### src/design/qsce_pkg.sv
// Package with the parse phase and result code types of the QPACK status code extractor.
package qsce_pkg;

  typedef enum logic [2:0] {
    PH_PREFIX,
    PH_LINE,
    PH_SIDX_VARINT,
    PH_NAME_VARINT,
    PH_NAME,
    PH_VAL_LEN,
    PH_VALUE,
    PH_DONE
  } phase_t;

  typedef enum logic [2:0] {
    RC_OK          = 3'd0,
    RC_NOT_FOUND   = 3'd1,
    RC_PROTOCOL    = 3'd2,
    RC_UNSUPPORTED = 3'd3,
    RC_TOO_SHORT   = 3'd4
  } result_t;

  localparam logic [5:0] VARINT_SHIFT_LIMIT = 6'd56;
  localparam logic [2:0] STATUS_NAME_LEN    = 3'd7;

endpackage

### src/design/qpack_status_code_extractor.sv
// Top level of the QPACK status code extractor: byte parser and result register.
//
// One byte of a QPACK field section is taken per word, with last marking the
// final byte; one word is accepted in every cycle unless a finished result is
// waiting and the output is stalled. Each byte updates the parser state in the
// cycle it is accepted, and a section's result appears on the output in the
// cycle after its last byte. The result register is the only buffer, so the
// input stalls exactly while that register is full and its output is stalled.
module qpack_status_code_extractor
  import qsce_pkg::*;
(
  input  logic       clk,
  input  logic       rst,
  input  logic [7:0] data_byte,
  input  logic       last,
  input  logic       in_valid,
  output logic       in_stall,
  output logic [2:0] result_code,
  output logic [9:0] http_status,
  output logic       out_valid,
  input  logic       out_stall
);

  phase_t      phase, phase_next;
  logic        prefix_seen, prefix_seen_next;
  logic [63:0] index_accum, index_accum_next;
  logic [5:0]  varint_shift, varint_shift_next;
  logic [63:0] bytes_left, bytes_left_next;
  logic [2:0]  name_pos, name_pos_next;
  logic        name_is_status, name_is_status_next;
  logic        line_is_candidate, line_is_candidate_next;
  logic [9:0]  digit_accum, digit_accum_next;
  logic        digits_valid, digits_valid_next;
  result_t     held_result, held_result_next;
  logic [9:0]  held_status, held_status_next;

  result_t     res_code;
  logic [9:0]  res_status;
  logic        accept;

  logic [63:0] varint_sum;
  logic [63:0] bytes_dec;
  logic [63:0] name_len;
  logic [9:0]  digit_step;
  logic        is_digit;

  function automatic logic static_status_index(input logic [63:0] idx);
    return idx == 64'd24 || idx == 64'd25 || idx == 64'd63 || idx == 64'd64 ||
           idx == 64'd65 || idx == 64'd67 || idx == 64'd71;
  endfunction

  function automatic logic [7:0] status_name_char(input logic [2:0] pos);
    logic [7:0] c;
    unique case (pos)
      3'd0: c = 8'h3a;
      3'd1: c = 8'h73;
      3'd2: c = 8'h74;
      3'd3: c = 8'h61;
      3'd4: c = 8'h74;
      3'd5: c = 8'h75;
      3'd6: c = 8'h73;
      default: c = 8'h00;
    endcase
    return c;
  endfunction

  function automatic logic [9:0] indexed_status(input logic [5:0] idx);
    logic [9:0] s;
    unique case (idx)
      6'd25: s = 10'd200;
      6'd26: s = 10'd204;
      6'd27: s = 10'd206;
      6'd28: s = 10'd304;
      6'd29: s = 10'd400;
      6'd30: s = 10'd404;
      6'd31: s = 10'd500;
      default: s = 10'd0;
    endcase
    return s;
  endfunction

  assign in_stall = out_valid && out_stall;
  assign accept   = in_valid && !in_stall;

  assign varint_sum = index_accum + ({57'd0, data_byte[6:0]} << varint_shift);
  assign bytes_dec  = bytes_left - 64'd1;
  assign is_digit   = data_byte >= 8'h30 && data_byte <= 8'h39;
  assign digit_step = (digit_accum << 3) + (digit_accum << 1) +
                      {6'd0, data_byte[3:0]};

  always_comb begin
    phase_next             = phase;
    prefix_seen_next       = prefix_seen;
    index_accum_next       = index_accum;
    varint_shift_next      = varint_shift;
    bytes_left_next        = bytes_left;
    name_pos_next          = name_pos;
    name_is_status_next    = name_is_status;
    line_is_candidate_next = line_is_candidate;
    digit_accum_next       = digit_accum;
    digits_valid_next      = digits_valid;
    held_result_next       = held_result;
    held_status_next       = held_status;
    name_len               = 64'd0;
    unique case (phase)
      PH_PREFIX: begin
        prefix_seen_next = 1'b1;
        if (prefix_seen) begin
          phase_next = PH_LINE;
        end
      end
      PH_LINE: begin
        priority if (data_byte[7:6] == 2'b11) begin
          if (data_byte[5:0] >= 6'd25 && data_byte[5:0] <= 6'd31) begin
            phase_next       = PH_DONE;
            held_result_next = RC_OK;
            held_status_next = indexed_status(data_byte[5:0]);
          end
        end else if (data_byte[7:6] == 2'b01) begin
          index_accum_next  = {60'd0, data_byte[3:0]};
          varint_shift_next = 6'd0;
          if (data_byte[3:0] == 4'hf) begin
            phase_next = PH_SIDX_VARINT;
          end else begin
            line_is_candidate_next = static_status_index({60'd0, data_byte[3:0]});
            phase_next             = PH_VAL_LEN;
          end
        end else if (data_byte[7:5] == 3'b001) begin
          index_accum_next  = {61'd0, data_byte[2:0]};
          varint_shift_next = 6'd0;
          if (data_byte[2:0] == 3'd7) begin
            phase_next = PH_NAME_VARINT;
          end else begin
            name_len            = {61'd0, data_byte[2:0]};
            bytes_left_next     = name_len;
            name_is_status_next = 1'b0;
            name_pos_next       = 3'd0;
            if (name_len == 64'd0) begin
              line_is_candidate_next = 1'b0;
              phase_next             = PH_VAL_LEN;
            end else begin
              phase_next = PH_NAME;
            end
          end
        end else begin
          phase_next       = PH_DONE;
          held_result_next = RC_UNSUPPORTED;
          held_status_next = 10'd0;
        end
      end
      PH_SIDX_VARINT: begin
        if (varint_shift > VARINT_SHIFT_LIMIT) begin
          phase_next       = PH_DONE;
          held_result_next = RC_PROTOCOL;
          held_status_next = 10'd0;
        end else begin
          index_accum_next  = varint_sum;
          varint_shift_next = varint_shift + 6'd7;
          if (!data_byte[7]) begin
            line_is_candidate_next = static_status_index(varint_sum);
            phase_next             = PH_VAL_LEN;
          end
        end
      end
      PH_NAME_VARINT: begin
        if (varint_shift > VARINT_SHIFT_LIMIT) begin
          phase_next       = PH_DONE;
          held_result_next = RC_PROTOCOL;
          held_status_next = 10'd0;
        end else begin
          index_accum_next  = varint_sum;
          varint_shift_next = varint_shift + 6'd7;
          if (!data_byte[7]) begin
            name_len            = varint_sum;
            bytes_left_next     = name_len;
            name_is_status_next = name_len == {61'd0, STATUS_NAME_LEN};
            name_pos_next       = 3'd0;
            if (name_len == 64'd0) begin
              line_is_candidate_next = 1'b0;
              phase_next             = PH_VAL_LEN;
            end else begin
              phase_next = PH_NAME;
            end
          end
        end
      end
      PH_NAME: begin
        if (name_is_status && name_pos < STATUS_NAME_LEN) begin
          if (data_byte != status_name_char(name_pos)) begin
            name_is_status_next = 1'b0;
          end
          name_pos_next = name_pos + 3'd1;
        end
        bytes_left_next = bytes_dec;
        if (bytes_dec == 64'd0) begin
          line_is_candidate_next = name_is_status_next;
          phase_next             = PH_VAL_LEN;
        end
      end
      PH_VAL_LEN: begin
        bytes_left_next        = {57'd0, data_byte[6:0]};
        line_is_candidate_next = line_is_candidate && data_byte[6:0] == 7'd3;
        digit_accum_next       = 10'd0;
        digits_valid_next      = 1'b1;
        phase_next             = (data_byte[6:0] == 7'd0) ? PH_LINE : PH_VALUE;
      end
      PH_VALUE: begin
        if (line_is_candidate) begin
          if (!is_digit) begin
            digits_valid_next = 1'b0;
          end else if (digits_valid) begin
            digit_accum_next = digit_step;
          end
        end
        bytes_left_next = bytes_dec;
        if (bytes_dec == 64'd0) begin
          if (line_is_candidate) begin
            phase_next = PH_DONE;
            if (digits_valid_next) begin
              held_result_next = RC_OK;
              held_status_next = digit_accum_next;
            end else begin
              held_result_next = RC_PROTOCOL;
              held_status_next = 10'd0;
            end
          end else begin
            phase_next = PH_LINE;
          end
        end
      end
      PH_DONE: begin
      end
    endcase
  end

  always_comb begin
    res_status = 10'd0;
    unique case (phase_next)
      PH_DONE: begin
        res_code   = held_result_next;
        res_status = (held_result_next == RC_OK) ? held_status_next : 10'd0;
      end
      PH_PREFIX: res_code = RC_TOO_SHORT;
      PH_LINE:   res_code = RC_NOT_FOUND;
      default:   res_code = RC_PROTOCOL;
    endcase
  end

  always_ff @(posedge clk) begin
    if (rst || (accept && last)) begin
      phase             <= PH_PREFIX;
      prefix_seen       <= 1'b0;
      index_accum       <= 64'd0;
      varint_shift      <= 6'd0;
      bytes_left        <= 64'd0;
      name_pos          <= 3'd0;
      name_is_status    <= 1'b0;
      line_is_candidate <= 1'b0;
      digit_accum       <= 10'd0;
      digits_valid      <= 1'b1;
      held_result       <= RC_NOT_FOUND;
      held_status       <= 10'd0;
    end else if (accept) begin
      phase             <= phase_next;
      prefix_seen       <= prefix_seen_next;
      index_accum       <= index_accum_next;
      varint_shift      <= varint_shift_next;
      bytes_left        <= bytes_left_next;
      name_pos          <= name_pos_next;
      name_is_status    <= name_is_status_next;
      line_is_candidate <= line_is_candidate_next;
      digit_accum       <= digit_accum_next;
      digits_valid      <= digits_valid_next;
      held_result       <= held_result_next;
      held_status       <= held_status_next;
    end
  end

  always_ff @(posedge clk) begin
    if (rst) begin
      out_valid <= 1'b0;
    end else if (accept && last) begin
      out_valid <= 1'b1;
    end else if (!out_stall) begin
      out_valid <= 1'b0;
    end
  end

  always_ff @(posedge clk) begin
    if (accept && last) begin
      result_code <= res_code;
      http_status <= res_status;
    end
  end

endmodule

### config.mk
export PLATFORM = sky130hd
export DESIGN_NAME = qpack_status_code_extractor
export DESIGN_NICKNAME = d
export VERILOG_FILES = /design/src/design/qsce_pkg.sv /design/src/design/qpack_status_code_extractor.sv
export SDC_FILE = /design/constraint.sdc
export NUM_CORES = 1
export LEC_CHECK = 0
export BUFFER_PORTS_ARGS = -buffer_cell sky130_fd_sc_hd__buf_2
export CAP_MARGIN = 0
export CORE_ASPECT_RATIO = 0.5
export CORE_MARGIN = 5
export CORE_UTILIZATION = 45
export CTS_CLUSTER_SIZE = 16
export DETAILED_ROUTE_END_ITERATION = 10
export MAX_ROUTING_LAYER = met4
export SETUP_SLACK_MARGIN = 0.05
export SLEW_MARGIN = 40
export SYNTH_ARGS = -nofsm -noshare
export SYNTH_HDL_FRONTEND = slang
export SYNTH_SLANG_ARGS = --single-unit
### constraint.sdc
create_clock -name clk -period 6.4 [get_ports clk]
set_input_delay 1.28 -clock clk [delete_from_list [all_inputs] [get_ports clk]]
set_output_delay 1.28 -clock clk [all_outputs]
set_load 0.1 [all_outputs]
==> results of run 1 <==
## power by group through the flow
| stage | Combinational (mW) | Sequential [mW] | Clock [mW] |
|---|---|---|---|
| 2_1_floorplan | 0.460 | 1.21 | 0 |
| 3_3_place_gp | 0.655 | 1.19 | 0 |
| 3_5_place_dp | 0.661 | 1.19 | 0 |
| 4_1_cts | 0.667 | 1.17 | 1.16 |
| 5_1_grt | 0.746 | 1.17 | 1.21 |
| 6_report | 0.691 | 1.17 | 1.15 |
## worst paths after layout
| path | startpoint | end | slack (ns) | cells after the start |
|---|---|---|---|---|
| max | data_byte[2] | http_status[1]$_SDFFCE_PN0P_ | 0.12 | 22 |
| min | prefix_seen$_SDFFE_PP0P_ | prefix_seen$_SDFFE_PP0P_ | 0.49 | 2 |
| max reg2reg | varint_shift[1]$_SDFFE_PP0P_ | http_status[1]$_SDFFCE_PN0P_ | 0.23 | 20 |
| min reg2reg | prefix_seen$_SDFFE_PP0P_ | prefix_seen$_SDFFE_PP0P_ | 0.49 | 2 |
## state kept, by name, indices dropped and copies added (netlist names), 3 cells and up
name	flops
phase	3
name_pos	3
held_result	3
varint_shift	6
held_status	10
digit_accum	9
bytes_left	64
result_code	3
index_accum	64
http_status	10
## layout make-up
| cell class | count | share of cell area |
|---|---|---|
| clock inverters | 15 | 0.00971 |
| repair buffers | 459 | 0.164 |
| clock buffers | 17 | 0.0201 |
| flip-flops and latches | 180 | 0.177 |
| multi-input cells | 1955 | 0.594 |
| well taps | 484 | 0.0287 |
| inverters | 37 | 0.00657 |
## critical path: cells and delay by family
family	cells	cell delay (ns)
AO/OA/AOI/OAI	5	1.24
multiplexers	1	0.13
buffers and inverters	5	0.80
adder cells (fa/ha/maj)	1	0.38
AND/OR/NAND/NOR	10	2.72
## logic make-up (layout without fill, tap and decap cells)
kind of cell | count (synthesis) | count (layout) | share of synthesized area
simple gates | 991 | 991 | 0.291
compound gates | 747 | 747 | 0.298
buf+inv | 199 | 528 | 0.0473
flops | 180 | 180 | 0.225
xor+xnor | 112 | 112 | 0.0591
fa+ha+maj | 88 | 88 | 0.0677
mux | 17 | 17 | 0.0120
## cell usage after synthesis (13+ instances only)
| master | n | area [um2] |
|---|---|---|
| a211oi_1 | 32 | 240 |
| a21boi_0 | 13 | 97.6 |
| a21o_1 | 30 | 225 |
| a21oi_1 | 191 | 956 |
| a22oi_1 | 117 | 878 |
| and2_1 | 19 | 119 |
| and3_1 | 14 | 87.6 |
| and4_1 | 18 | 158 |
| clkbuf_1 | 144 | 541 |
| dfxtp_1 | 167 | 3340 |
| edfxtp_1 | 13 | 390 |
| ha_1 | 85 | 1060 |
| inv_1 | 36 | 135 |
| nand2_1 | 205 | 769 |
| nand2b_1 | 15 | 93.8 |
| nand3_1 | 48 | 240 |
| nand4_1 | 51 | 319 |
| nor2_1 | 377 | 1420 |
| nor2b_1 | 24 | 150 |
| nor3_1 | 66 | 330 |
| nor4_1 | 40 | 250 |
| o211ai_1 | 20 | 150 |
| o21a_1 | 24 | 180 |
| o21ai_0 | 134 | 671 |
| o22ai_1 | 23 | 144 |
| o31a_1 | 13 | 114 |
| o31ai_1 | 15 | 113 |
| or2_2 | 16 | 100 |
| or3_1 | 35 | 219 |
| or4_1 | 15 | 113 |
| xnor2_1 | 65 | 569 |
| xor2_1 | 47 | 412 |
## repair_timing
item | in CTS | in global routing
hold buffers | 0 | 0
hold endpoints to repair | 0 | 0
gates resized for setup | 7 | 98
pin swaps | 3 | 31
setup buffers | 4 | 12
endpoints found under the setup margin | 15 | 16
## per-stage QoR
step | power (mW) | std cells | cell area [um2] | setup TNS [ns]
floorplan | 1.67 | 2334 | 16600 | 0
global placement | 1.85 | 3098 | 19900 | -7.87
detailed placement | 1.85 | 3099 | 19900 | -9.02
CTS | 2.99 | 3135 | 20600 | 0
global route | 3.12 | 3147 | 21100 | -0.0124
finish | 3.01 | 3147 | 21100 | 0
## routing by layer
metal / wire length (um) / GRT usage / up-vias
met5: 0 / - / -
met4: 1890 / 0.0809 / 0
met3: 5800 / 0.0534 / 108
met2: 29200 / 0.481 / 802
met1: 30400 / 0.459 / 9157
li1: - / - / 9300
==> impl_metrics.csv, run 1 <==
group,metric,value,unit
cts,cts_sinks,180,
critical_path,cp_max_fo,8,
power,pwr-share-clk,0.383,
power,p_sw_frac,0.347,
cells_and_area,drive_gt1_frac,0.234,
cts,clkTransAtPathRegs,0.09,ns
power,power_leakage,8.70,nW
global_routing,grt_max_degree,82,
route,wl_per_cell,21.4,um
route,via_per_inst,6.15,
yosys,synth_edf_count,13,
power,p_per_area,143,mW/mm2
floorplanning,io-pin-count,28,
cts,htree_levels,4,
status,status,"finished, final reports clean",
route,vias,19400,
route,drt_iter0_drc,2222,
yosys,ys_warn_count,0,
power,ir_worst_vdd,0.178,mV
floorplanning,die_area,0.0411,mm2
critical_path,critPathSlowestCell,"or4_4",
cts,cts_buffers,17,
sta,drv_slew,0,
sta,skew,0.0234,ns
critical_path,path_class,"in -> reg",
yosys,avgSynthCellArea,7.11,um2
sta,fin_crit_sh,0.981,
cells_and_area,finalNetCount,2751,
critical_path,crit_top_cell,"buf_4",
yosys,syn_inst,2334,
place,place_ws,-0.645,ns
cells_and_area,n_fill_cell,3547,
power,p_comb_frac,0.229,
route,drc,0,
yosys,synth_area,0.0166,mm2
sta,rsz0062_at_grt,"yes",
critical_path,end_kind,"register",
floorplanning,coreArea,0.0362,mm2
floorplanning,dieHeight,146,um
global_routing,first_global_vias,17600,
cts,insertion_delay,0.46,ns
sta,relSlewSlack,0.463,
yosys,synth-seq-cells,180,
sta,setup_ws,0.122,ns
sta,finalHoldViolCount,0,
global_routing,grt_pass1_wl,102000,um
critical_path,path_cells,"buf_4 -> buf_4 -> mux2i_1 -> o21ai_1 -> buf_4 -> a32oi_1 -> nor2b_1 -> ha_1 -> and4_4 -> and4_4 -> nand2_2 -> or4_4 -> a311o_1 -> and3b_2 -> a2111oi_4 -> nand4_1 -> nor4_2 -> buf_4 -> and4_4 -> o21ai_4 -> buf_12 -> nor4_2",
yosys,synth_ff_type,"dfxtp_1",
sta,fin_hold_ws,0.487,ns
min_path,hold_path.class,"reg -> reg",
cells_and_area,final_core_util,0.584,
critical_path,max_stage_delay,0.54,ns
critical_path,start_kind,"input port",
sta,fmax,0.159,GHz
cells_and_area,register_area,0.00374,mm2
yosys,seq_area_frac_synth,0.225,
global_routing,grtUsageTotal,0.324,
place,gp_congestion,1.09,
power,internal_power,1.97,mW
sta,final-setup-viol-count,0,
critical_path,arrival,6.56,ns
run,cap_violations,0,
cells_and_area,final_common_cell,"buf_4",
cells_and_area,insertedDiodeCount,0,
yosys,ys_types,95,
cts,cts.path.max_buffers,2,
yosys,postSynth.asyncResetShare,0,
cells_and_area,syn2layout_area_growth,27.2,%
cts,cts_tree,"yes",
cells_and_area,final_cell_mix,"424 x buf_4, 373 x nor2_1, 202 x nand2_1, 179 x a21oi_1, 165 x dfxtp_1",
global_routing,globalRouteOverflowTotal,0,
global_routing,antenna_found_initial,0,
sta,tightestPinTransition,0.805,ns
route,wl,67300,um
floorplanning,core.rowCount,49,
cts,root_buffer,"clkbuf_16",
floorplanning,die_x,282,um
power,p_sw,1.04,mW
power,seqPwrFrac,0.387,
place,port-buffer-count,27,
route,dr.pass1.iters,6,
sta,layout_min_cycle_time,6.28,ns
cells_and_area,multiInputGateArea,0.0125,mm2
place,place_hpwl,53100,um
floorplanning,initial_utilization,0.459,
yosys,syn_nets,2435,
critical_path,required,6.68,ns
route,postRouteAntennaNets,0,
No activity file was read; power rests on OpenSTA's default activity.
==> inputs of run 2 (changes only) <==
clock period = 5.4 ns   (was 6.4 ns; I/O delays follow)
==> run 2 against run 1 <==
Net effect:
- the run now ends with negative setup slack left
- die area stayed put
- critical path depth fell by 1
- non-clock buffer count rose by 149
- via count increased by 3.6%
- count of clock-buffer cells in the layout unchanged
- combinational power grew 26%
- cell area rose by 8.1%
- sequential share of layout area shrank 1.3 points
- highest routed layer unchanged
==> impl_metrics.csv, run 2 (synthesis results as in run 1) <==
group,metric,value,unit
global_routing,grt_pass1_wl,106000,um
cts,root_buffer,"clkbuf_16",
critical_path,start_kind,"input port",
place,place_hpwl,55100,um
cells_and_area,final_cell_area,0.0228,mm2
cells_and_area,final_core_util,0.632,
power,fin_total_pwr,3.60,mW
critical_path,ff2ff_path_depth,21,
floorplanning,io-pin-count,28,
global_routing,antenna_found_initial,2,
critical_path,worst-path-buf-inv,6,
cts,cts_buffers,17,
global_routing,first_global_vias,18300,
route,vias,20100,
critical_path,cp_max_fo,5,
route,via_per_inst,6.08,
cells_and_area,reg.largest.list,"bytes_left: 64 flops, index_accum: 64 flops",
global_routing,grt_max_degree,68,
critical_path,critPathSlowestCell,"or4_4",
cells_and_area,drive_gt1_frac,0.307,
floorplanning,coreArea,0.0362,mm2
route,postRouteAntennaNets,0,
place,port-buffer-count,27,
power,power_leakage,9.50,nW
critical_path,end_kind,"register",
route,wl_per_cell,21.3,um
sta,fin_setup_tns,-3.64,ns
critical_path,required,5.77,ns
sta,relSlewSlack,0.384,
cts,postCtsHoldBufs,0,
cts,insertion_delay,0.47,ns
power,p_per_area,157,mW/mm2
critical_path,max_stage_delay,0.54,ns
critical_path,path_cells,"buf_2 -> mux4_2 -> buf_6 -> a22oi_2 -> buf_4 -> nor2_1 -> ha_2 -> buf_4 -> nand4_1 -> or4_1 -> a21o_1 -> o211ai_1 -> xnor2_1 -> buf_4 -> nand4_1 -> or4_4 -> nor4_2 -> buf_4 -> nand3_1 -> a21o_1 -> a211oi_1",
route,drt_iter0_drc,2323,
sta,tightestPinTransition,0.917,ns
floorplanning,die_area,0.0411,mm2
min_path,worstHoldPathCells,2,
place,dpl_cell_area,0.0211,mm2
cts,cts.path.max_buffers,2,
status,violations,"negative setup slack",
sta,skew,0.0203,ns
cells_and_area,final_common_cell,"buf_4",
sta,final-setup-viol-count,16,
critical_path,critical_path.top_delay_family,"simple AND/OR/NAND/NOR gates",
floorplanning,initial_utilization,0.459,
cells_and_area,finalNetCount,2900,
place,placed_cells,3235,
route,drc,0,
cts,cts_sinks,180,
cells_and_area,stdcell_count,3297,
min_path,hold_path.class,"reg -> reg",
sta,fmax,0.176,GHz
sta,rsz0062_at_grt,"yes",
critical_path,cp.depth,21,
sta,setup_ws,-0.293,ns
critical_path,path_class,"in -> reg",
status,status,"finished with violations",
floorplanning,dieHeight,146,um
floorplanning,die_x,282,um
critical_path,arrival,6.06,ns
cts,clkTransAtPathRegs,0.09,ns
sta,fin_hold_ws,0.472,ns
floorplanning,core.rowCount,49,
critical_path,crit_top_cell,"buf_4",
route,dr.pass1.iters,6,
cts,htree_levels,4,
route,wl,70100,um
global_routing,grtUsageTotal,0.337,
cells_and_area,final_cell_mix,"562 x buf_4, 367 x nor2_1, 196 x nand2_1, 166 x dfxtp_1, 159 x a21oi_1",
cts,cts_tree,"yes",
run,cap_violations,0,
sta,drv_slew,0,
power,ir_worst_vdd,0.206,mV
sta,layout_min_cycle_time,5.69,ns
cells_and_area,syn2layout_area_growth,37.6,%
sta,finalHoldViolCount,0,
sta,fin_crit_sh,1.05,
global_routing,globalRouteOverflowTotal,0,
place,place_ws,-1.14,ns
place,gp_congestion,1.08,
==> run 2: final timing paths <==
path / start / end / slack, ns
min reg2reg: digits_valid$_SDFFE_PP1P_ / digits_valid$_SDFFE_PP1P_ / 0.47
max reg2reg: varint_shift[1]$_SDFFE_PP0P_ / line_is_candidate$_SDFFE_PP0P_ / -0.11
min: digits_valid$_SDFFE_PP1P_ / digits_valid$_SDFFE_PP1P_ / 0.47
max: data_byte[0] / line_is_candidate$_SDFFE_PP0P_ / -0.29
==> run 2: where the power goes <==
part | total, mW | internal, mW | switching, mW | leakage (nW)
clock | 1.34 | 0.641 | 0.702 | 0.302
combinational | 0.873 | 0.327 | 0.546 | 7.72
sequential | 1.38 | 1.36 | 0.0219 | 1.47
==> run 2: timing repair <==
action / CTS / global route
pin swaps: 19 / 31
resized for setup: 86 / 129
endpoints found under the hold margin: 0 / 0
endpoints found under the setup margin: 16 / 16
setup buffers: 14 / 16
==> run 2: area by class of cell <==
type | count | area, um2
Antenna cell | 1 | 2.50
Timing Repair Buffer | 608 | 4650
Inverter | 37 | 139
Clock buffer | 17 | 425
Multi-Input combinational cell | 1955 | 13100
Clock inverter | 15 | 196
Tap cell | 484 | 606
Sequential cell | 180 | 3730
Fill cell | 3400 | 13300
==> run 2: tightest hold or removal path, stage by stage (launching register included) <==
cell,delay [ns]
dfxtp_1,0.33
nand2_1,0.05
nand3_1,0.06
==> run 2: layer usage <==
metal  vias up  global-route usage  share of wire
li1       9596                   -              -
met1      9521               0.473           0.46
met2       834               0.510           0.44
met3       110              0.0531          0.082
met4         0              0.0819          0.026
met5         -                   -              0
